`src/hw/rtl/assert_macros.svh`:
```
// assertion helpers used by the top-level rtl file
// each macro expects clk_i and rst_ni in the scope where it is used
`ifndef ASSERT_MACROS_SVH
`define ASSERT_MACROS_SVH

// same-cycle implication
`define PBDR_ASSERT_IMP(lbl, ante, cons, msg) \
  lbl: assert property (@(posedge clk_i) disable iff (!rst_ni) (ante) |-> (cons)) \
    else $error(msg);

// next-cycle implication
`define PBDR_ASSERT_NXT(lbl, ante, cons, msg) \
  lbl: assert property (@(posedge clk_i) disable iff (!rst_ni) (ante) |=> (cons)) \
    else $error(msg);

`endif

```
`src/hw/rtl/pbdr_pkg.sv`:
```
`timescale 1ns / 1ps
// ----------------------------------------------------------------------------
// pbdr_pkg
// types, codes and defaults shared by the palette blitter files
// ----------------------------------------------------------------------------
package pbdr_pkg;

  localparam int MAX_RECTS_DEF    = 200;
  localparam int PALETTE_SIZE_DEF = 256;
  localparam int QUEUE_DEPTH_DEF  = 4;

  localparam int CFG_IDX_W  = 2;
  localparam int CFG_DATA_W = 9;

  // configuration register indexes
  localparam logic [CFG_IDX_W-1:0] REG_SCREEN_WIDTH  = 2'd0;
  localparam logic [CFG_IDX_W-1:0] REG_SCREEN_HEIGHT = 2'd1;
  localparam logic [CFG_IDX_W-1:0] REG_MIRROR_MODE   = 2'd2;

  localparam logic [8:0] SCREEN_WIDTH_RST  = 9'd256;
  localparam logic [8:0] SCREEN_HEIGHT_RST = 9'd224;

  // rectangle status codes
  localparam logic [1:0] ST_RECORDED  = 2'd0;
  localparam logic [1:0] ST_LIST_FULL = 2'd1;
  localparam logic [1:0] ST_OFFSCREEN = 2'd2;

  // result kinds
  localparam logic KIND_STATUS = 1'b0;
  localparam logic KIND_PIXEL  = 1'b1;

  typedef enum logic [1:0] {
    FUNC_PAL_WR     = 2'd0,
    FUNC_RECT       = 2'd1,
    FUNC_PIXEL      = 2'd2,
    FUNC_FRAME_DONE = 2'd3
  } func_e;

  typedef enum logic [1:0] {
    CMD_PAL_WR = 2'd0,
    CMD_STATUS = 2'd1,
    CMD_PIXEL  = 2'd2
  } cmd_op_e;

  typedef struct packed {
    logic [8:0] screen_width;
    logic [8:0] screen_height;
    logic       mirror_mode;
  } cfg_t;

  // one queued command from the front to the back end
  typedef struct packed {
    cmd_op_e     op;
    logic [1:0]  status;
    logic [7:0]  out_x;
    logic [7:0]  out_y;
    logic [8:0]  out_w;
    logic [8:0]  out_h;
    logic [7:0]  rect_count;
    logic [7:0]  pix;
    logic [15:0] color;
    logic [9:0]  row1;
    logic [9:0]  colsum;
  } cmd_t;

  typedef struct packed {
    logic [7:0] dirty_count;
    logic       active;
    logic [8:0] cur_w;
    logic [8:0] cur_h;
  } front_stat_t;

endpackage

```
`src/hw/rtl/pbdr_fifo.sv`:
```
`timescale 1ns / 1ps
// ----------------------------------------------------------------------------
// pbdr_fifo
// short command queue between the front and back ends
// ----------------------------------------------------------------------------
module pbdr_fifo #(
  parameter int DEPTH = pbdr_pkg::QUEUE_DEPTH_DEF
) (
  input  logic           clk_i,
  input  logic           rst_ni,
  input  logic           push_i,
  input  pbdr_pkg::cmd_t data_i,
  output logic           full_o,
  input  logic           pop_i,
  output logic           valid_o,
  output pbdr_pkg::cmd_t data_o
);

  localparam int PTR_W = (DEPTH > 1) ? $clog2(DEPTH) : 1;
  localparam int CNT_W = $clog2(DEPTH + 1);
  localparam logic [PTR_W-1:0] LAST = PTR_W'(DEPTH - 1);
  localparam logic [CNT_W-1:0] FULL = CNT_W'(DEPTH);

  pbdr_pkg::cmd_t   mem_q [DEPTH];
  logic [PTR_W-1:0] wptr_q, wptr_d;
  logic [PTR_W-1:0] rptr_q, rptr_d;
  logic [CNT_W-1:0] cnt_q, cnt_d;
  logic             do_push, do_pop;

  assign full_o  = (cnt_q == FULL);
  assign valid_o = (cnt_q != '0);
  assign data_o  = mem_q[rptr_q];
  assign do_push = push_i && !full_o;
  assign do_pop  = pop_i && valid_o;

  always_comb begin
    wptr_d = wptr_q;
    rptr_d = rptr_q;
    cnt_d  = cnt_q;
    if (do_push) begin
      wptr_d = (wptr_q == LAST) ? '0 : wptr_q + PTR_W'(1);
    end
    if (do_pop) begin
      rptr_d = (rptr_q == LAST) ? '0 : rptr_q + PTR_W'(1);
    end
    if (do_push && !do_pop) begin
      cnt_d = cnt_q + CNT_W'(1);
    end else if (do_pop && !do_push) begin
      cnt_d = cnt_q - CNT_W'(1);
    end
  end

  always_ff @(posedge clk_i or negedge rst_ni) begin
    if (!rst_ni) begin
      wptr_q <= '0;
      rptr_q <= '0;
      cnt_q  <= '0;
    end else begin
      wptr_q <= wptr_d;
      rptr_q <= rptr_d;
      cnt_q  <= cnt_d;
    end
  end

  always_ff @(posedge clk_i) begin
    if (do_push) begin
      mem_q[wptr_q] <= data_i;
    end
  end

endmodule

```
`config.mk`:
```
export PLATFORM = sky130hd
export DESIGN_NAME = pbdr_fifo
export DESIGN_NICKNAME = d
export VERILOG_FILES = /design/src/hw/rtl/assert_macros.svh /design/src/hw/rtl/pbdr_pkg.sv /design/src/hw/rtl/pbdr_fifo.sv
export SDC_FILE = /design/constraint.sdc
export NUM_CORES = 1
export LEC_CHECK = 0
export ABC_AREA = 1
export BUFFER_PORTS_ARGS = -buffer_cell sky130_fd_sc_hd__clkbuf_2
export CELL_PAD_IN_SITES_DETAIL_PLACEMENT = 1
export CELL_PAD_IN_SITES_GLOBAL_PLACEMENT = 1
export CORE_ASPECT_RATIO = 1.4
export CORE_MARGIN = 2
export CORE_UTILIZATION = 30
export DETAILED_ROUTE_END_ITERATION = 10
export PLACE_DENSITY_LB_ADDON = 0.05
export SYNTH_ARGS = -nofsm -noshare
export SYNTH_HDL_FRONTEND = slang
export SYNTH_SLANG_ARGS = --single-unit
```
`constraint.sdc`:
```
create_clock -name clk_i -period 6.8 [get_ports clk_i]
set_input_delay 0.34 -clock clk_i [delete_from_list [all_inputs] [get_ports clk_i]]
set_output_delay 0.34 -clock clk_i [all_outputs]
set_load 0.02 [all_outputs]
```
[After elaboration in Yosys (flattened, before gate mapping)]
Memory sizes are Yosys's and may differ from the RTL's.
Index checks and enable logic that the tools add are counted.
Operators by class
  add/sub/neg operators: 4
  equal/unequal tests: 3
  mux-type cells: 6
  reductions and logical operators: 9
Operators by type and width (number)
  2-to-1 mux 3 bit: 2
  adder 2 x 1 -> 2 bit, second input constant: 2
  equality test 2 bit, second input constant: 2
  logical AND 1 bit: 4
  2-to-1 mux 2 bit: 2
  adder 3 x 1 -> 3 bit, second input constant: 1
  equality test 3 bit, second input constant: 1
  zero test 1 bit: 3
  nonzero test 3 bit: 1
  subtractor 3 x 1 -> 3 bit, second input constant: 1
  2-to-1 mux 1 bit: 2
  nonzero test 2 bit: 1
Storage, ports and cells
  flip-flop bits (word level): 7
  memory bits (writable): 360
  bits of input ports: 94
  output and inout bits: 92
  word-level logic and storage cells: 26
  memories: 1
Memories
  mem_q: words 4, bits a word 90, rd ports 1, clocked after memory_dff 0, wr ports 1, line pbdr_fifo.sv:24  | pbdr_pkg::cmd_t mem_q [DEPTH];

[Depth between registers and ports, before layout]
Gate-level depths: netlist of run 1.
  word-level depth: 7
  mapped depth: 12

[Least setup slack after synthesis of run 1]
No wires, ideal clock.
  path type: register -> register
  start point: register cnt_q[0]
  end point: memory mem_q[0][0] in the netlist's numbering (enable)
  arrival time: 4467 ps
  slack: 1794 ps
  stages on the path, launching flop included: 5
  path buffers: 0
  clock period less this slack: 5006 ps
  path through: dfrtp_1 -> inv_2 -> nand3_1 -> nand2_1 -> nor2_1
Between the ends
  longest elaborated chain between the ends: 5
RTL lines
  start, declared: line pbdr_fifo.sv:27  | logic [CNT_W-1:0] cnt_q, cnt_d;
  start signal, assigned: line pbdr_fifo.sv:61  | cnt_q <= cnt_d;
  equality test 3 bit: line pbdr_fifo.sv:30  | assign full_o = (cnt_q == FULL);
  zero test 1 bit: line pbdr_fifo.sv:33  | assign do_push = push_i && !full_o;
  logical AND 1 bit: line pbdr_fifo.sv:33
  2-to-1 mux 1 bit: line pbdr_fifo.sv:66  | if (do_push) begin
  2-to-1 mux 1 bit (not written as such): line pbdr_fifo.sv:67  | mem_q[wptr_q] <= data_i;
  end, declared: line pbdr_fifo.sv:24
Every way passes these cells.

==> impl_results.md, run 1 <==
- Endpoints failing setup: 0
- Fillcell total: 5229
- Status: finished clean
- Crit path to: data_o[13]
- Unrepaired setup endpoints after global routing: no
- Site row count: 96
- Clock Path Buffers: 3
- Worst Reg-to-Reg Cells: 5
- Hold crit path type: input pin to flip-flop
- Simple-Gate Fraction of Synth Area: 7.69%
- Total of max-cap violations: 0
- H-tree Lvls: 2
- Largest net degree at the start of global routing: ~220
- Total track usage: 14.0%
- Netlist cell types: 18
- Clock sink count: 367
- Vias post-DR: 8757
- First-pass DRT Iterations: 4
- Largest area contributor in the netlist: edfxtp_1
- Ports: 186
- Slew Limit Fails: 0
- Starting Density: 30.2%
- Synth Area in Compound Gates: 9.54%
- Drt wl/cell: 18.1 um
- CP Launch Type: flip-flop
- Post-layout minimum cycle time: 3580 ps
- Routability cong.: 0.660
- Die X-Extent: roughly 190 um
- Proportion of layout cells with a drive suffix above 1: 20.2%
- Sequential-to-total area share from yosys stat: 74.5%
- Worst slew margin: 28.3%
- # DRC: 0
- Synth async-reset ratio: 1.91%
- Xor and xnor fraction of the mapped netlist area: less than 1%
- Congestion Overflow GR: 0
- CTS root buffer: clkbuf_16
- Post-Route WL: 35.5 mm
- Commonest non-fill, non-tap cell in the layout: edfxtp_1
- Number of global-route vias before repair: 9241
- CP max FO: slightly above 60
- First-pass GRT wire length: 53.9 mm
- WP data required: 6460 ps
- Largest family of logic cells by synthesized area: compound AO/OA/AOI/OAI gates
- Period utilisation layout: a little over half
- R2R Setup Slk: 3930 ps
- Crit path from: rptr_q[1]$_DFFE_PN0P_
- Multiplexer area fraction after synthesis: 0%
- Area Overhead vs Synth: 18.9%
- Adder-Cell Fraction of Synth Area: 0.645%
- Vias/cell: 4.47
- Initial antenna violation count: 1
- Worst IR Drop VDD: between 0.3 and 0.4 mV
- Critical Path AT: 3240 ps
- CTS tree: built
- Die H: 266 um
- Post-synth top area share: 73.3%
- Die area: 51000 um^2
- Syn nets: approximately 1200
- Core ar.: 48800 um^2
- Synthesized cell area: 14700 um^2
- WHS: approximately 33 ps
- Post-synth EDFFs: 360
- Setup TNS: 0 ps
- Syn avg cell area: roughly 13 um^2
- DP HPWL: between 20 and 25 mm
- Clock-pin slew on the worst setup and hold paths: approximately 60 ps
- Mapped Cells: 1109
- Setup CP Type: flip-flop to output pin
- Most frequent cells in the layout: edfxtp_1, nand2_1, inv_1, clkbuf_2, o211ai_1
- Nets: 1396
- I/O Buffers: 185
- Main flop type after synthesis: edfxtp_1
- Critical R2R Capture: mem_q[2][24]$_DFFE_PP_
- Initial DRC count: 318
- Warnings from Yosys: 0
- Post-CTS sizing: 0
- Pleak: 6.88 nW
- FMAX: ~0.28 GHz
- Hold Violations, Final: 0
- Worst clock skew: 10.9 ps
- Worst setup EP type: output pin
- R2r startpoint: cnt_q[0]$_DFFE_PN0P_
- Synth top area cells: edfxtp_1, o211ai_1, nand2_1, inv_1, dfrtp_1
- Least-Margin Pin Slew: 1080 ps
- Worst skew pair latency: 530 ps
- CTS Buf Count: 40
- Detail Route Antenna Nets: 0
- P per Cell Area: between 400 and 500 nW/um^2
- Post-synthesis sequential element count: 367
flip-flops by register name, summed over array words and instances, names as in the netlist:
| register | cells |
|---|---|
| cnt_q | 3 |
| wptr_q | 2 |
| mem_q | 360 |
| rptr_q | 2 |
synth_stat cells (3+ instances only):
cell / number
buf_2: 31
buf_4: 9
buf_6: 12
clkbuf_1: 7
dfrtp_1: 7
edfxtp_1: 360
ha_1: 6
inv_1: 192
inv_2: 3
nand2_1: 285
nand3_1: 7
nor2_1: 6
o211ai_1: 170
o211ai_2: 10
repair_timing:
item | CTS | global route
hold buffers | 7 | 0
buffers inserted | 0 | 0
hold endpoints to repair | 30 | 0
worst min path at each step:
stage	startpoint	endpoint	cells past startpoint
floorplan	rst_ni	cnt_q[0]$_DFFE_PN0P_	0
global placement	rst_ni	cnt_q[1]$_DFFE_PN0P_	1
detailed placement	rst_ni	cnt_q[1]$_DFFE_PN0P_	1
CTS	data_i[46]	mem_q[1][46]$_DFFE_PP_	1
global route	data_i[37]	mem_q[3][37]$_DFFE_PP_	1
finish	data_i[41]	mem_q[3][41]$_DFFE_PP_	1
logic make-up after synthesis:
logic type	count (synthesis)
compound gates	181
xor+xnor	1
simple gates	299
buf+inv	254
fa+ha+maj	7
flops	367
report_power, final:
group / switching (mW) / internal (mW)
Sequential: 0.199 / 2.97
Combinational: 1.96 / 0.768
Clock: 0.851 / 1.24
per-stage QoR:
step	setup slack (ps)	util (%)	std cells	cell area, um^2	total power, mW
2_1_floorplan	1790	-	1109	14700	5.12
5_1_grt	2870	36.0	1956	17500	8.52
4_1_cts	3010	36.0	1956	17500	8.20
6_report	3220	36.0	1957	17500	7.99
3_5_place_dp	3590	33.3	1883	16200	6.07
3_3_place_gp	3590	33.3	1883	16200	6.04
metal layers:
metal	GRT usage, %	share of wire (%)	vias to the layer above
met5	0	0.023	-
met2	24.4	50	157
met4	4.26	2.2	2
met1	17.1	43	4322
li1	-	-	4232
met3	3.36	5.1	44
critical path, cell delays in order (launching register included):
cell	delay, ps
dfrtp_4	800
clkinv_2	650
buf_4	630
o211ai_1	230
nand2_1	140
clkbuf_2	190
area by class of cell:
cell class | count | area (um^2) | share of cell area, %
Inverter | 195 | 733 | 4.18
Timing Repair Buffer | 203 | 1100 | 6.29
Sequential cell | 367 | 11000 | 62.7
Tap cell | 637 | 797 | 4.54
Clock buffer | 54 | 1100 | 6.30
Antenna cell | 1 | 2.50 | 0.0143
Clock inverter | 12 | 131 | 0.749
Multi-Input combinational cell | 488 | 2670 | 15.2
(Power assumes the default switching activity.)
==> run 2: changes to the inputs <==
==> constraint.sdc (replaced) <==
create_clock -name clk_i -period 3.3 [get_ports clk_i]
set_input_delay 0.165 -clock clk_i [delete_from_list [all_inputs] [get_ports clk_i]]
set_output_delay 0.165 -clock clk_i [all_outputs]
set_load 0.02 [all_outputs]
==> run 2 against run 1 <==
Design area rose by 5.4%. Sequential cell count unchanged. First-iteration DRC count shrank 21%. Clock skew increased by 3.6 ps. Clock power rose by 100%. Global-route usage decreased by 0.092 points. Register-to-register slack worse by 2800 ps. Largest power group unchanged.
==> impl_results.md, run 2 (synthesis gave the netlist of run 1 again) <==
- Max stage delay on crit path: 710 ps (-90 ps)
- Most frequent cells in the layout: edfxtp_1, nand2_1, inv_1, clkbuf_2, o211ai_1
- Drt wl/cell: 17.0 um (-6.0%)
- CP max FO: 49 (-20%)
- CTS Buf Count: 40 (unchanged)
- Sequential share of power: 38.8% (-0.9 points)
- Post-Layout Inst Area: 18500 um^2 (+5.4%)
- Post-layout minimum cycle time: 2430 ps
- Cell Count, Final, Fillers Out: 2051 (+4.8%)
- Pre-CTS setup slack: 1130 ps (-2450 ps)
- Pleak: 7.29 nW (+5.8%)
- Proportion of layout cells with a drive suffix above 1: 19.4% (-0.72 points)
- Core ar.: 48800 um^2 (unchanged)
- Logic gate share of total power: 35.9% (+1.8 points)
- First-pass DRT Iterations: 4 (unchanged)
- Starting Density: 30.2% (unchanged)
- CTS root buffer: clkbuf_16
- Levels on crit path: 4 (-1)
- First-pass GRT wire length: 54.2 mm (+0.43%)
- R2R Setup Slk: 1130 ps (-2800 ps)
- H-tree Lvls: 2 (unchanged)
- DP Area: 16300 um^2 (+0.70%)
- Clock-pin slew on the worst setup and hold paths: 60 ps (about the same)
- Hold crit path type: input pin to asynchronous set/reset pin
- Largest regs: mem_q (360), cnt_q (3)
- Max reg flops: 360 (unchanged)
- Vias/cell: 4.46 (-0.24%)
- Area Overhead vs Synth: 25.4%
- Most flops, register: mem_q
- Nets: 1487 (+6.5%)
- Least-Margin Pin Slew: 663 ps (-412 ps)
- Setup CP Type: flip-flop to output pin
- Worst skew pair latency: 530 ps (about the same)
- Placed cell count: 1888 (+0.27%)
- Critical R2R Capture: cnt_q[1]$_DFFE_PN0P_
- FMAX: 0.412 GHz
- Antenna cells: 0 (-1)
- Crit-path cells: buf_4 -> o211ai_1 -> nand2_1 -> clkbuf_2
- Initial DRC count: 252 (-21%)
- Unrepaired setup endpoints after global routing: no
- Crit path max-delay family: flip-flops
- R2r startpoint: cnt_q[0]$_DFFE_PN0P_
- Ports: 186 (unchanged)
- # DRC: 0 (unchanged)
- Setup repair bufs after CTS: 0 (unchanged)
- Crit path to: data_o[77]
- Die area: 51000 um^2 (unchanged)
- Clock Path Buffers: 3 (unchanged)
- Total track usage: 13.9% (-0.092 points)
- Clock sink count: 367 (unchanged)
- Post-Route WL: 35.0 mm (-1.5%)
- Worst IR Drop VDD: 0.475 mV (+42%)
- WP data required: 3130 ps (-3330 ps)
- Sw frac: 37.6% (-0.068 points)
- Hold Violations, Final: 0 (unchanged)
- Worst slew margin: 55.8% (+27 points)
- Endpoints failing setup: 0 (unchanged)
- Die H: 266 um (unchanged)
- CP Launch Type: flip-flop
- Internal power: 10.3 mW (+110%)
- Top Usage Layer GRT: met2
- CTS tree: built
- DP HPWL: 19.5 mm (-2.8%)
- Slowest library cell on the worst path: dfrtp_4
- Largest net degree at the start of global routing: 117 (-48%)
- Sw power: 6.20 mW (+110%)
- Period utilisation layout: 73.6%
- GRT met3 Usage: 2.57% (-0.79 points)
- Worst path bufs/invs: 2 (-1)
- Worst Reg-to-Reg Cells: 9 (+4)
- Commonest non-fill, non-tap cell in the layout: edfxtp_1
- Routability cong.: 0.658 (-0.39%)
- Final setup margin: 871 ps (-2350 ps)
- Detail Route Antenna Nets: 0 (unchanged)
- P per Cell Area: 892 nW/um^2 (+96%)
- Congestion Overflow GR: 0 (unchanged)
- I/O Buffers: 185 (unchanged)
- Crit path from: rptr_q[0]$_DFFE_PN0P_
- Vias post-DR: 9156 (+4.6%)
- Slew Limit Fails: 0 (unchanged)
- Number of global-route vias before repair: 9799 (+6.0%)
- Worst clock skew: 14.5 ps (+3.60 ps)
- Initial antenna violation count: 1 (unchanged)
- Die X-Extent: 191 um (unchanged)
- Total of max-cap violations: 0 (unchanged)
- Status: finished clean
- Worst setup EP type: output pin
- Clock power frac: 25.3% (-0.9 points)
- Site row count: 96 (unchanged)
- Met1 usage: 15.9% (-1.2 points)
- Met2 usage: 26.1% (+1.7 points)
- Critical Path AT: 2260 ps (-980 ps)
==> run 2: cell count changes in the layout (fill, tap and decap cells not counted) <==
cell,delta
bufinv_16,-1
clkbuf_8,-3
dlygate4sd3_1,+86
clkinvlp_4,+1
clkbuf_1,-3
clkinv_1,+3
buf_12,+6
clkinv_2,+5
inv_6,+1
inv_4,+1
buf_4,-1
diode_2,-1
==> run 2: area by class of cell <==
class	instances	area, um^2
sequential	367	11000
fill	5231	30300
inverter	195	734
clock buffer	48	1050
tap	637	797
clock inverter	22	159
timing repair buffer	294	2080
multi-input combinational	488	2670
==> run 2: per-layer routing <==
metal / share of wire [%] / up-vias
met5: 0.031 / -
met4: 2.1 / 2
met3: 3.8 / 44
met2: 53 / 141
met1: 41 / 4559
li1: - / 4410
==> run 2: how the worst min path moves through the flow <==
stage                 from                     to  slack, ps  cells past startpoint
finish              rst_ni  rptr_q[0]$_DFFE_PN0P_         30                      2
global route        rst_ni  rptr_q[0]$_DFFE_PN0P_         20                      2
CTS                 rst_ni  rptr_q[1]$_DFFE_PN0P_         20                      2
detailed placement  rst_ni  rptr_q[0]$_DFFE_PN0P_         30                      1
global placement    rst_ni  rptr_q[0]$_DFFE_PN0P_         30                      1
floorplan           rst_ni   cnt_q[0]$_DFFE_PN0P_       -130                      0
==> run 2: metrics by stage <==
step           total power, mW  hold WS [ps]  util, %  TNS (ps)
2_1_floorplan             10.5          -131        -    -85370
3_3_place_gp              12.5          33.1     33.5         0
3_5_place_dp              12.6          30.8     33.5         0
4_1_cts                   17.0          15.6     37.9         0
5_1_grt                   17.6          22.7     37.9         0
6_report                  16.5          32.3     37.9         0
==> run 2: power by group through the flow <==
stage	Clock (mW)	Sequential, mW	Combinational [mW]
global route	4.51	6.49	6.63
floorplan	0	6.44	4.06
global placement	0	6.49	6.03
CTS	4.36	6.42	6.18
finish	4.18	6.41	5.92
detailed placement	0	6.52	6.08
==> run 2: what timing repair did <==
action                    4_1_cts  5_1_grt
gates resized for setup         0        0
hold buffers                   93        0
hold endpoints to repair      371        0
