<file path="src/hw/rtl/assert_macros.svh">
// assertion helpers used by the top-level rtl file
// each macro expects clk_i and rst_ni in the scope where it is used
`ifndef ASSERT_MACROS_SVH
`define ASSERT_MACROS_SVH

// same-cycle implication
`define PBDR_ASSERT_IMP(lbl, ante, cons, msg) \
  lbl: assert property (@(posedge clk_i) disable iff (!rst_ni) (ante) |-> (cons)) \
    else $error(msg);

// next-cycle implication
`define PBDR_ASSERT_NXT(lbl, ante, cons, msg) \
  lbl: assert property (@(posedge clk_i) disable iff (!rst_ni) (ante) |=> (cons)) \
    else $error(msg);

`endif

</file>
<file path="src/hw/rtl/pbdr_pkg.sv">
`timescale 1ns / 1ps
// ----------------------------------------------------------------------------
// pbdr_pkg
// types, codes and defaults shared by the palette blitter files
// ----------------------------------------------------------------------------
package pbdr_pkg;

  localparam int MAX_RECTS_DEF    = 200;
  localparam int PALETTE_SIZE_DEF = 256;
  localparam int QUEUE_DEPTH_DEF  = 4;

  localparam int CFG_IDX_W  = 2;
  localparam int CFG_DATA_W = 9;

  // configuration register indexes
  localparam logic [CFG_IDX_W-1:0] REG_SCREEN_WIDTH  = 2'd0;
  localparam logic [CFG_IDX_W-1:0] REG_SCREEN_HEIGHT = 2'd1;
  localparam logic [CFG_IDX_W-1:0] REG_MIRROR_MODE   = 2'd2;

  localparam logic [8:0] SCREEN_WIDTH_RST  = 9'd256;
  localparam logic [8:0] SCREEN_HEIGHT_RST = 9'd224;

  // rectangle status codes
  localparam logic [1:0] ST_RECORDED  = 2'd0;
  localparam logic [1:0] ST_LIST_FULL = 2'd1;
  localparam logic [1:0] ST_OFFSCREEN = 2'd2;

  // result kinds
  localparam logic KIND_STATUS = 1'b0;
  localparam logic KIND_PIXEL  = 1'b1;

  typedef enum logic [1:0] {
    FUNC_PAL_WR     = 2'd0,
    FUNC_RECT       = 2'd1,
    FUNC_PIXEL      = 2'd2,
    FUNC_FRAME_DONE = 2'd3
  } func_e;

  typedef enum logic [1:0] {
    CMD_PAL_WR = 2'd0,
    CMD_STATUS = 2'd1,
    CMD_PIXEL  = 2'd2
  } cmd_op_e;

  typedef struct packed {
    logic [8:0] screen_width;
    logic [8:0] screen_height;
    logic       mirror_mode;
  } cfg_t;

  // one queued command from the front to the back end
  typedef struct packed {
    cmd_op_e     op;
    logic [1:0]  status;
    logic [7:0]  out_x;
    logic [7:0]  out_y;
    logic [8:0]  out_w;
    logic [8:0]  out_h;
    logic [7:0]  rect_count;
    logic [7:0]  pix;
    logic [15:0] color;
    logic [9:0]  row1;
    logic [9:0]  colsum;
  } cmd_t;

  typedef struct packed {
    logic [7:0] dirty_count;
    logic       active;
    logic [8:0] cur_w;
    logic [8:0] cur_h;
  } front_stat_t;

endpackage

</file>
<file path="src/hw/rtl/pbdr_if.sv">


interface pbdr_out_if;
  logic        valid;
  logic        ready;
  logic        kind;
  logic [1:0]  status;
  logic [7:0]  out_x;
  logic [7:0]  out_y;
  logic [8:0]  out_w;
  logic [8:0]  out_h;
  logic [7:0]  rect_count;
  logic [16:0] fb_addr;
  logic [15:0] fb_color;

  modport source (
    output valid, kind, status, out_x, out_y, out_w, out_h, rect_count, fb_addr, fb_color,
    input  ready
  );
  modport sink (
    input  valid, kind, status, out_x, out_y, out_w, out_h, rect_count, fb_addr, fb_color,
    output ready
  );
endinterface

</file>
<file path="src/hw/rtl/pbdr_back.sv">
`timescale 1ns / 1ps
// ----------------------------------------------------------------------------
// pbdr_back
// palette memory, address multiply and output register
// ----------------------------------------------------------------------------
module pbdr_back #(
  parameter int PALETTE_SIZE = pbdr_pkg::PALETTE_SIZE_DEF
) (
  input  logic           clk_i,
  input  logic           rst_ni,
  input  logic           q_valid_i,
  input  pbdr_pkg::cmd_t q_cmd_i,
  output logic           q_pop_o,
  input  logic [8:0]     screen_width_i,
  pbdr_out_if.source     out_ch
);

  localparam int IDX_W = (PALETTE_SIZE > 1) ? $clog2(PALETTE_SIZE) : 1;

  logic [15:0]       pal_mem_q [PALETTE_SIZE];
  logic              pal_vld_q [PALETTE_SIZE];
  logic [IDX_W-1:0]  idx;
  logic              in_range, wr_en, rd_en, has_result;

  // stage 1: palette read and multiply
  logic        s1_valid_q, s1_valid_d;
  logic        s1_kind_q;
  logic [1:0]  s1_status_q;
  logic [7:0]  s1_x_q, s1_y_q, s1_count_q;
  logic [8:0]  s1_w_q, s1_h_q;
  logic [18:0] s1_prod_q, prod;
  logic [9:0]  s1_colsum_q;
  logic [15:0] s1_rdata_q;
  logic        s1_rvld_q;
  logic        s1_free;

  // output register
  logic        out_valid_q, out_valid_d;
  logic        out_adv;

  assign idx        = q_cmd_i.pix[IDX_W-1:0];
  assign in_range   = ({1'b0, q_cmd_i.pix} < 9'(PALETTE_SIZE));
  assign out_adv    = !out_valid_q || out_ch.ready;
  assign s1_free    = !s1_valid_q || out_adv;
  assign q_pop_o    = q_valid_i && s1_free;
  assign has_result = (q_cmd_i.op != pbdr_pkg::CMD_PAL_WR);
  assign wr_en      = q_pop_o && !has_result && in_range;
  assign rd_en      = q_pop_o && (q_cmd_i.op == pbdr_pkg::CMD_PIXEL);
  assign prod       = {9'b0, q_cmd_i.row1} * {10'b0, screen_width_i};

  always_comb begin
    s1_valid_d  = s1_valid_q;
    out_valid_d = out_valid_q;
    if (s1_free) begin
      s1_valid_d = q_pop_o && has_result;
    end
    if (out_adv) begin
      out_valid_d = s1_valid_q;
    end
  end

  always_ff @(posedge clk_i or negedge rst_ni) begin
    if (!rst_ni) begin
      s1_valid_q  <= 1'b0;
      out_valid_q <= 1'b0;
    end else begin
      s1_valid_q  <= s1_valid_d;
      out_valid_q <= out_valid_d;
    end
  end

  // valid bits stand in for the cleared palette
  always_ff @(posedge clk_i or negedge rst_ni) begin
    if (!rst_ni) begin
      for (int i = 0; i < PALETTE_SIZE; i++) begin
        pal_vld_q[i] <= 1'b0;
      end
    end else if (wr_en) begin
      pal_vld_q[idx] <= 1'b1;
    end
  end

  always_ff @(posedge clk_i) begin
    if (wr_en) begin
      pal_mem_q[idx] <= q_cmd_i.color;
    end
    if (rd_en) begin
      s1_rdata_q <= pal_mem_q[idx];
      s1_rvld_q  <= in_range && pal_vld_q[idx];
    end
  end

  always_ff @(posedge clk_i) begin
    if (q_pop_o && has_result) begin
      s1_kind_q   <= (q_cmd_i.op == pbdr_pkg::CMD_PIXEL) ? pbdr_pkg::KIND_PIXEL
                                                         : pbdr_pkg::KIND_STATUS;
      s1_status_q <= q_cmd_i.status;
      s1_x_q      <= q_cmd_i.out_x;
      s1_y_q      <= q_cmd_i.out_y;
      s1_w_q      <= q_cmd_i.out_w;
      s1_h_q      <= q_cmd_i.out_h;
      s1_count_q  <= q_cmd_i.rect_count;
      s1_prod_q   <= prod;
      s1_colsum_q <= q_cmd_i.colsum;
    end
  end

  always_ff @(posedge clk_i) begin
    if (out_adv && s1_valid_q) begin
      out_ch.kind       <= s1_kind_q;
      out_ch.status     <= s1_status_q;
      out_ch.out_x      <= s1_x_q;
      out_ch.out_y      <= s1_y_q;
      out_ch.out_w      <= s1_w_q;
      out_ch.out_h      <= s1_h_q;
      out_ch.rect_count <= s1_count_q;
      if (s1_kind_q == pbdr_pkg::KIND_PIXEL) begin
        out_ch.fb_addr  <= 17'(s1_prod_q + {9'b0, s1_colsum_q});
        out_ch.fb_color <= s1_rvld_q ? s1_rdata_q : 16'd0;
      end else begin
        out_ch.fb_addr  <= '0;
        out_ch.fb_color <= '0;
      end
    end
  end

  assign out_ch.valid = out_valid_q;

endmodule

</file>
<file path="src/flat_wrapper.sv">
// flat-port wrapper written by rule: the top's interface ports become plain ports
module pbdr_back_flat 
#(
  parameter int PALETTE_SIZE = pbdr_pkg::PALETTE_SIZE_DEF
)
  (clk_i, rst_ni, q_valid_i, q_cmd_i, q_pop_o, screen_width_i, out_ch_valid, out_ch_kind, out_ch_status, out_ch_out_x, out_ch_out_y, out_ch_out_w, out_ch_out_h, out_ch_rect_count, out_ch_fb_addr, out_ch_fb_color, out_ch_ready);
  pbdr_out_if out_ch_i ();
  input  logic clk_i;
  input  logic rst_ni;
  input  logic q_valid_i;
  input  pbdr_pkg::cmd_t q_cmd_i;
  output logic q_pop_o;
  input  logic [8:0] screen_width_i;
  output wire logic [$bits(out_ch_i.valid)-1:0] out_ch_valid;
  output wire logic [$bits(out_ch_i.kind)-1:0] out_ch_kind;
  output wire logic [$bits(out_ch_i.status)-1:0] out_ch_status;
  output wire logic [$bits(out_ch_i.out_x)-1:0] out_ch_out_x;
  output wire logic [$bits(out_ch_i.out_y)-1:0] out_ch_out_y;
  output wire logic [$bits(out_ch_i.out_w)-1:0] out_ch_out_w;
  output wire logic [$bits(out_ch_i.out_h)-1:0] out_ch_out_h;
  output wire logic [$bits(out_ch_i.rect_count)-1:0] out_ch_rect_count;
  output wire logic [$bits(out_ch_i.fb_addr)-1:0] out_ch_fb_addr;
  output wire logic [$bits(out_ch_i.fb_color)-1:0] out_ch_fb_color;
  input wire logic [$bits(out_ch_i.ready)-1:0] out_ch_ready;
  assign out_ch_valid = out_ch_i.valid;
  assign out_ch_kind = out_ch_i.kind;
  assign out_ch_status = out_ch_i.status;
  assign out_ch_out_x = out_ch_i.out_x;
  assign out_ch_out_y = out_ch_i.out_y;
  assign out_ch_out_w = out_ch_i.out_w;
  assign out_ch_out_h = out_ch_i.out_h;
  assign out_ch_rect_count = out_ch_i.rect_count;
  assign out_ch_fb_addr = out_ch_i.fb_addr;
  assign out_ch_fb_color = out_ch_i.fb_color;
  assign out_ch_i.ready = out_ch_ready;
  pbdr_back #(.PALETTE_SIZE(PALETTE_SIZE)) u_core (.clk_i(clk_i), .rst_ni(rst_ni), .q_valid_i(q_valid_i), .q_cmd_i(q_cmd_i), .q_pop_o(q_pop_o), .screen_width_i(screen_width_i), .out_ch(out_ch_i));
endmodule
</file>
<file path="config.mk">
export PLATFORM = sky130hd
export DESIGN_NAME = pbdr_back_flat
export DESIGN_NICKNAME = d
export VERILOG_FILES = /design/src/hw/rtl/assert_macros.svh /design/src/hw/rtl/pbdr_pkg.sv /design/src/hw/rtl/pbdr_if.sv /design/src/hw/rtl/pbdr_back.sv /design/src/flat_wrapper.sv
export SDC_FILE = /design/constraint.sdc
export NUM_CORES = 2
export LEC_CHECK = 0
export BUFFER_PORTS_ARGS = -buffer_cell sky130_fd_sc_hd__buf_2
export CAP_MARGIN = 10
export CORE_MARGIN = 5
export CORE_UTILIZATION = 50
export CTS_CLUSTER_DIAMETER = 30
export DETAILED_ROUTE_END_ITERATION = 8
export GPL_ROUTABILITY_DRIVEN = 0
export PLACE_DENSITY = 0.68
export SKIP_CTS_REPAIR_TIMING = 1
export SYNTH_ARGS = -nofsm -noshare
export SYNTH_HDL_FRONTEND = slang
export SYNTH_SLANG_ARGS = --single-unit
</file>
<file path="constraint.sdc">
create_clock -name clk_i -period 4.9 [get_ports clk_i]
set_input_delay 0.245 -clock clk_i [delete_from_list [all_inputs] [get_ports clk_i]]
set_output_delay 0.245 -clock clk_i [all_outputs]
set_load 0.005 [all_outputs]
</file>
Word level (Yosys, flattened, before mapping):

Memory sizes are Yosys's and may differ from the RTL's. A register that Yosys moved wholly into a read port is not among the register bits.
Cells that the tools add are included.

* multiplexer cells: 8
* $add $sub $neg: 1
* shifts and indexed selects: 0
* bitwise gates (word level): 2
* equality and inequality tests: 1
* div/mod/pow operators: 0
* reduce and logical (&&, ||, !) cells: 13
* order comparisons: 2
* multipliers: 1

Operators by type and width (number)
* $or 256x256->256: 1
* $add 17x10->17: 1
* $mul 10x9->17: 1
* $ge 9x9->1 const B: 1
* $lt 9x1->1 const B: 1
* $not 8->9: 1
* $bmux 1 s8: 1
* $demux 1 s8: 1
* $logic_and 1x1->1: 6
* $mux 1: 6
* $logic_not 1->1: 3
* $eq 2x2->1 const B: 1
* $logic_or 1x1->1: 2
* $reduce_and 2->1: 1
* $reduce_bool 2->1: 1

* bits in latches: 0
* RAM bits: 4096
* word-level logic and storage cells: 306
* output and inout bits: 80
* bits in registers: 409
* memories kept: 1
* bits of input ports: 103
* memory bits (read-only): 0

Memories
* u_core.pal_mem_q: words 256, width 16, read ports 1, clocked after Yosys merged registers in 1, wr ports 1, line pbdr_back.sv:20 `logic [15:0] pal_mem_q [PALETTE_SIZE];`

Depth between registers and ports, before layout:

* depth in word-level cells: 7
* depth in mapped cells: 19
* mapped depth without buffers: 18

Worst setup path before layout:

Ideal clock, no wire load.

* path type: input -> register
* from: in screen_width_i[0]
* to: reg u_core.s1_prod_q[13] (data pin)
* path buffers: 1
* required time: 4636 ps
* arrival time: 4078 ps
* setup time: 264 ps
* stages on the path: 17
* setup slack: 558 ps
* cells stage by stage: clkbuf_1 nand2_1 fa_1 inv_1 fa_1 ha_1 inv_1 fa_1 inv_1 ha_1 a21o_1 a21oi_1 o21ai_0 a2111o_1 a31o_2 a21oi_1 xnor2_1

* cells in the longest elaborated chain, start to end: 1

Ends and longest elaborated chain
* from (decl): line flat_wrapper.sv:13 `input logic [8:0] screen_width_i;`
* $mul 10x9->17: line pbdr_back.sv:49 `assign prod = {9'b0, q_cmd_i.row1} * {10'b0, screen_width_i};`
* net u_core.prod[13]: line pbdr_back.sv:31 `logic [18:0] s1_prod_q, prod;`
* to (signal assigned): line pbdr_back.sv:103 `s1_prod_q <= prod;`
* to (decl): line pbdr_back.sv:31

The timed path passes the listed nets, and every way through them passes these cells.
A chain may end at the register's enable or synchronous reset.

Final worst setup path:

* from: in screen_width_i[3]
* to: reg u_core.s1_prod_q[16] (data pin)

The elaborated chain is that of the path after synthesis.

==> run_results.csv <==
group,metric,value,unit
sta,post-route-period-util,80.0,%
clock_network,clk-insertion-delay-late,1.05,ns
floorplan,floorplan.core_area,0.346,mm2
placed_design,detailed_place.area,0.183,mm2
yosys,yosysSeqAreaShare,77.4,%
power_and_ir_drop,vdd_drop_max,0.330,mV
setup_path,worstPathMaxFanout,10,
cells_and_area,multi_input_logic_area,0.0370,mm2
setup_path,critical_path.startpoint_type,"input pin",
yosys,ys_seq_elements,4521,
routing,dr_total_vias,89400,
cells_and_area,post-route-util,60.5,%
placed_design,place_hpwl,258000,um
floorplan,chipHeight,599,um
grt,tot_gr_track_use,24.9,%
yosys,yosys_most_used_dff,"sky130_fd_sc_hd__edfxtp_1",
clock_network,h-tree-depth,6,
sta,slew_limit_fails,0,
grt,first_global_vias,90700,
yosys,synth_edf_count,4263,
placed_design,portBuffers,182,
sta,hold-worst-slack,-0.00257,ns
sta,maxClockFrequency,0.255,GHz
routing,drt-pass1-iter-count,6,
setup_path,worstPathRequired,5.62,ns
yosys,mappedNetlistArea,0.174,mm2
routing,detail_route.vias_per_cell,6.29,
routing,routed_wl,454000,um
sta,worst_clock_skew,0.100,ns
status,failed_checks,"hold timing",
cells_and_area,finalInstanceArea,0.210,mm2
cells_and_area,fillerInstances,23100,
clock_network,ctsRootBufferMaster,"sky130_fd_sc_hd__clkbuf_16",
grt,grt_remaining_overflow,0,
power_and_ir_drop,power_density,474,mW/mm2
cells_and_area,fin_nets,9199,
routing,final_antenna_net_count,0,
yosys,ys_warn_count,0,
setup_path,crit_arrival,4.64,ns
cells_and_area,layout-area-overhead-vs-synth,20.7,%
floorplan,floorplan.initialDensity,50.2,%
cells_and_area,final_layout_size_suffix_gt1_share,34.9,%
clock_network,cts_max_path_buffers,4,
sta,post-route-worst-setup-slack,0.978,ns
yosys,synth_largest_type_area_fraction,73.7,%
sta,max_slew.worst_pin.slew,1.22,ns
grt,antenna_found_initial,21,
clock_network,cts_sinks,4521,
yosys,synth.avg_cell_area,22.0,um2
clock_network,number_of_buffers_added_by_the_clock_tree_synthesis_step,706,
yosys,synthArstFlopShare,5.71,%
sta,hold_violations,4,
setup_path,setup.worst_path.end_class,"flip-flop",
clock_network,clk_pin_slew,0.05,ns
placed_design,pre_cts_ws,0.382,ns
sta,fin_crit,3.92,ns
sta,final_number_of_setup_violating_endpoints,0,
floorplan,rows,216,
routing,drt_drc,0,
routing,wire_per_inst,31.9,um
routing,detail_route.iter0.violations,12300,
cells_and_area,final_cell_count_no_fill,14200,
grt,grt_first_pass_wirelength,650000,um
sta,fin_setup_tns,0,ns
clock_network,tritoncts,"yes",
yosys,synth_largest_area_cell,"sky130_fd_sc_hd__edfxtp_1",
power_and_ir_drop,leakagePower,0.0706,uW
yosys,synthDistinctLibCells,46,
sta,slew_hr,18.3,%
grt,maximum_number_of_pins_on_one_net_before_global_route_repair,153,
status,status,"finished with violations",
floorplan,fp.dieArea,0.359,mm2
floorplan,die_w,599,um
setup_path,critical_path_class,"input pin to flip-flop",
sta,rsz0062_at_grt,"false",
floorplan,io_pins,183,
placed_design,dp_cells,12700,
cells_and_area,seqCellArea,0.134,mm2
job,drv_cap,0,
hold_path,worst_hold_path_type,"input pin to asynchronous set/reset pin",
yosys,postSynthCellCount,7896,
yosys,postSynthNetCount,8098,
yosys,ys_top_cells_by_area,"sky130_fd_sc_hd__edfxtp_1 74%, sky130_fd_sc_hd__mux4_2 14%, sky130_fd_sc_hd__dfrtp_1 3.7%, sky130_fd_sc_hd__a22oi_1 0.96%, sky130_fd_sc_hd__or2_2 0.93%",
cell usage in the layout, fill, tap and decap left out, types with 14 or more instances in the layout:
cell type	Yosys	layout
sky130_fd_sc_hd__buf_8	0	19
sky130_fd_sc_hd__dlygate4sd3_1	0	137
sky130_fd_sc_hd__inv_1	90	90
sky130_fd_sc_hd__nor3_1	22	22
sky130_fd_sc_hd__edfxtp_1	4263	4263
sky130_fd_sc_hd__a221oi_1	155	155
sky130_fd_sc_hd__inv_8	0	14
sky130_fd_sc_hd__or2_2	257	256
sky130_fd_sc_hd__clkbuf_16	0	722
sky130_fd_sc_hd__buf_2	102	163
sky130_fd_sc_hd__clkbuf_1	243	57
sky130_fd_sc_hd__a221oi_2	16	16
sky130_fd_sc_hd__a22o_1	170	170
sky130_fd_sc_hd__and3_1	19	19
sky130_fd_sc_hd__clkinv_16	0	15
sky130_fd_sc_hd__fa_1	57	57
sky130_fd_sc_hd__clkinvlp_4	0	76
sky130_fd_sc_hd__xnor2_1	15	15
sky130_fd_sc_hd__clkinv_1	0	68
sky130_fd_sc_hd__buf_4	24	463
sky130_fd_sc_hd__nand2_1	88	75
sky130_fd_sc_hd__mux4_2	1088	1088
sky130_fd_sc_hd__nor2_1	305	244
sky130_fd_sc_hd__nor2_2	0	59
sky130_fd_sc_hd__o221ai_1	34	34
sky130_fd_sc_hd__buf_12	0	65
sky130_fd_sc_hd__o211ai_1	18	18
sky130_fd_sc_hd__clkinv_4	0	73
sky130_fd_sc_hd__a21oi_1	116	116
sky130_fd_sc_hd__o21ai_0	28	28
sky130_fd_sc_hd__inv_6	0	74
sky130_fd_sc_hd__a22oi_1	221	221
sky130_fd_sc_hd__dfrtp_1	258	258
sky130_fd_sc_hd__clkinv_2	0	98
sky130_fd_sc_hd__clkbuf_8	0	19
sky130_fd_sc_hd__ha_1	42	42
sky130_fd_sc_hd__o22ai_1	51	51
sky130_fd_sc_hd__and2_1	53	51
sky130_fd_sc_hd__bufinv_16	0	92
logic make-up after synthesis:
logic type	share of synthesized area, %
xor gates and xnor gates	0.0908
and+or+nand+nor	2.27
adders and majority gates	0.959
muxes	14.1
AOI/OAI and AO/OA	3.66
buffers and inverters	1.47
DFF	77.4
cell type report:
cell class / count / share of cell area [%]
Clock buffer: 798 / 8.85
Tap cell: 4578 / 2.73
Clock inverter: 527 / 3.00
Multi-Input combinational cell: 2830 / 17.6
Inverter: 90 / 0.161
Timing Repair Buffer: 848 / 3.47
Antenna cell: 10 / 0.0119
Sequential cell: 4521 / 64.1
Yosys cell counts, types with 5 or more instances:
master,number
sky130_fd_sc_hd__a21oi_1,116
sky130_fd_sc_hd__a221oi_1,155
sky130_fd_sc_hd__a221oi_2,16
sky130_fd_sc_hd__a22o_1,170
sky130_fd_sc_hd__a22oi_1,221
sky130_fd_sc_hd__and2_1,53
sky130_fd_sc_hd__and3_1,19
sky130_fd_sc_hd__buf_1,47
sky130_fd_sc_hd__buf_2,102
sky130_fd_sc_hd__buf_4,24
sky130_fd_sc_hd__buf_6,39
sky130_fd_sc_hd__clkbuf_1,243
sky130_fd_sc_hd__dfrtp_1,258
sky130_fd_sc_hd__edfxtp_1,4263
sky130_fd_sc_hd__fa_1,57
sky130_fd_sc_hd__ha_1,42
sky130_fd_sc_hd__inv_1,90
sky130_fd_sc_hd__mux2i_1,6
sky130_fd_sc_hd__mux4_2,1088
sky130_fd_sc_hd__nand2_1,88
sky130_fd_sc_hd__nand2b_1,11
sky130_fd_sc_hd__nand3_1,12
sky130_fd_sc_hd__nor2_1,305
sky130_fd_sc_hd__nor2b_1,12
sky130_fd_sc_hd__nor3_1,22
sky130_fd_sc_hd__nor3b_1,5
sky130_fd_sc_hd__o211ai_1,18
sky130_fd_sc_hd__o21ai_0,28
sky130_fd_sc_hd__o221ai_1,34
sky130_fd_sc_hd__o22ai_1,51
sky130_fd_sc_hd__or2_2,257
sky130_fd_sc_hd__xnor2_1,15
metal layers:
| layer | GRT usage [%] | vias to the layer above | wire length [um] |
|---|---|---|---|
| li1 | - | 35600 | - |
| met1 | 34.5 | 47400 | 170000 |
| met2 | 39.4 | 5519 | 219000 |
| met3 | 5.39 | 880 | 46500 |
| met4 | 9.26 | 14 | 18500 |
| met5 | 0 | - | 82 |
report_power, final:
| part | internal, uW | switching (uW) | total, uW | leakage [uW] |
|---|---|---|---|---|
| clock network | 32500 | 18700 | 51200 | 0.0119 |
| registers | 42600 | 120 | 42800 | 0.0420 |
| logic | 1990 | 3260 | 5250 | 0.0167 |
stage by stage:
stage,total power (uW),hold WS [ns]
finish,99300,-0.00257
global placement,48500,0.259
CTS,99600,-0.838
floorplan,46400,-0.0506
detailed placement,48600,0.261
global route,102000,-0.0211
final timing paths:
kind	slack, ns	end	cells past startpoint	from
min in group clk_i	0	u_core.s1_prod_q[2]$_DFFE_PP_	4	screen_width_i[1]
worst max register to register	1.01	u_core.pal_mem_q[60][15]$_DFFE_PP_	7	u_core.out_ch.valid$_DFFE_PN0P_
worst max-delay path	0.98	u_core.s1_prod_q[16]$_DFFE_PP_	17	screen_width_i[3]
worst min-delay path	-0.003	u_core.pal_vld_q[49]$_DFFE_PN0P_	3	rst_ni
worst min register to register	0.41	u_core.out_ch.out_w[1]$_DFFE_PP_	0	u_core.s1_w_q[1]$_DFFE_PP_
max in group asynchronous	4.15	u_core.pal_vld_q[234]$_DFFE_PN0P_	3	rst_ni
state kept, by name, indices dropped and copies added, names as in the netlist, 10 cells and up:
register,count
u_core.s1_colsum_q,10
u_core.out_ch.fb_color,16
u_core.out_ch.fb_addr,17
u_core.s1_prod_q,17
u_core.pal_vld_q,256
u_core.s1_rdata_q,16
u_core.pal_mem_q,4096
critical path, cell delays in order:
cell and delay (ns):
sky130_fd_sc_hd__dlygate4sd3_1 0.53, sky130_fd_sc_hd__buf_2 0.19, sky130_fd_sc_hd__and2_1 0.20, sky130_fd_sc_hd__fa_1 0.44, sky130_fd_sc_hd__fa_1 0.45, sky130_fd_sc_hd__ha_1 0.28
sky130_fd_sc_hd__inv_1 0.04, sky130_fd_sc_hd__fa_1 0.48, sky130_fd_sc_hd__inv_1 0.04, sky130_fd_sc_hd__ha_1 0.31, sky130_fd_sc_hd__nor2b_1 0.14, sky130_fd_sc_hd__o21ai_0 0.23
sky130_fd_sc_hd__a21boi_0 0.16, sky130_fd_sc_hd__o21ai_0 0.24, sky130_fd_sc_hd__a21oi_1 0.19, sky130_fd_sc_hd__a221oi_1 0.36, sky130_fd_sc_hd__xnor2_1 0.11
(Power assumes the default switching activity.)
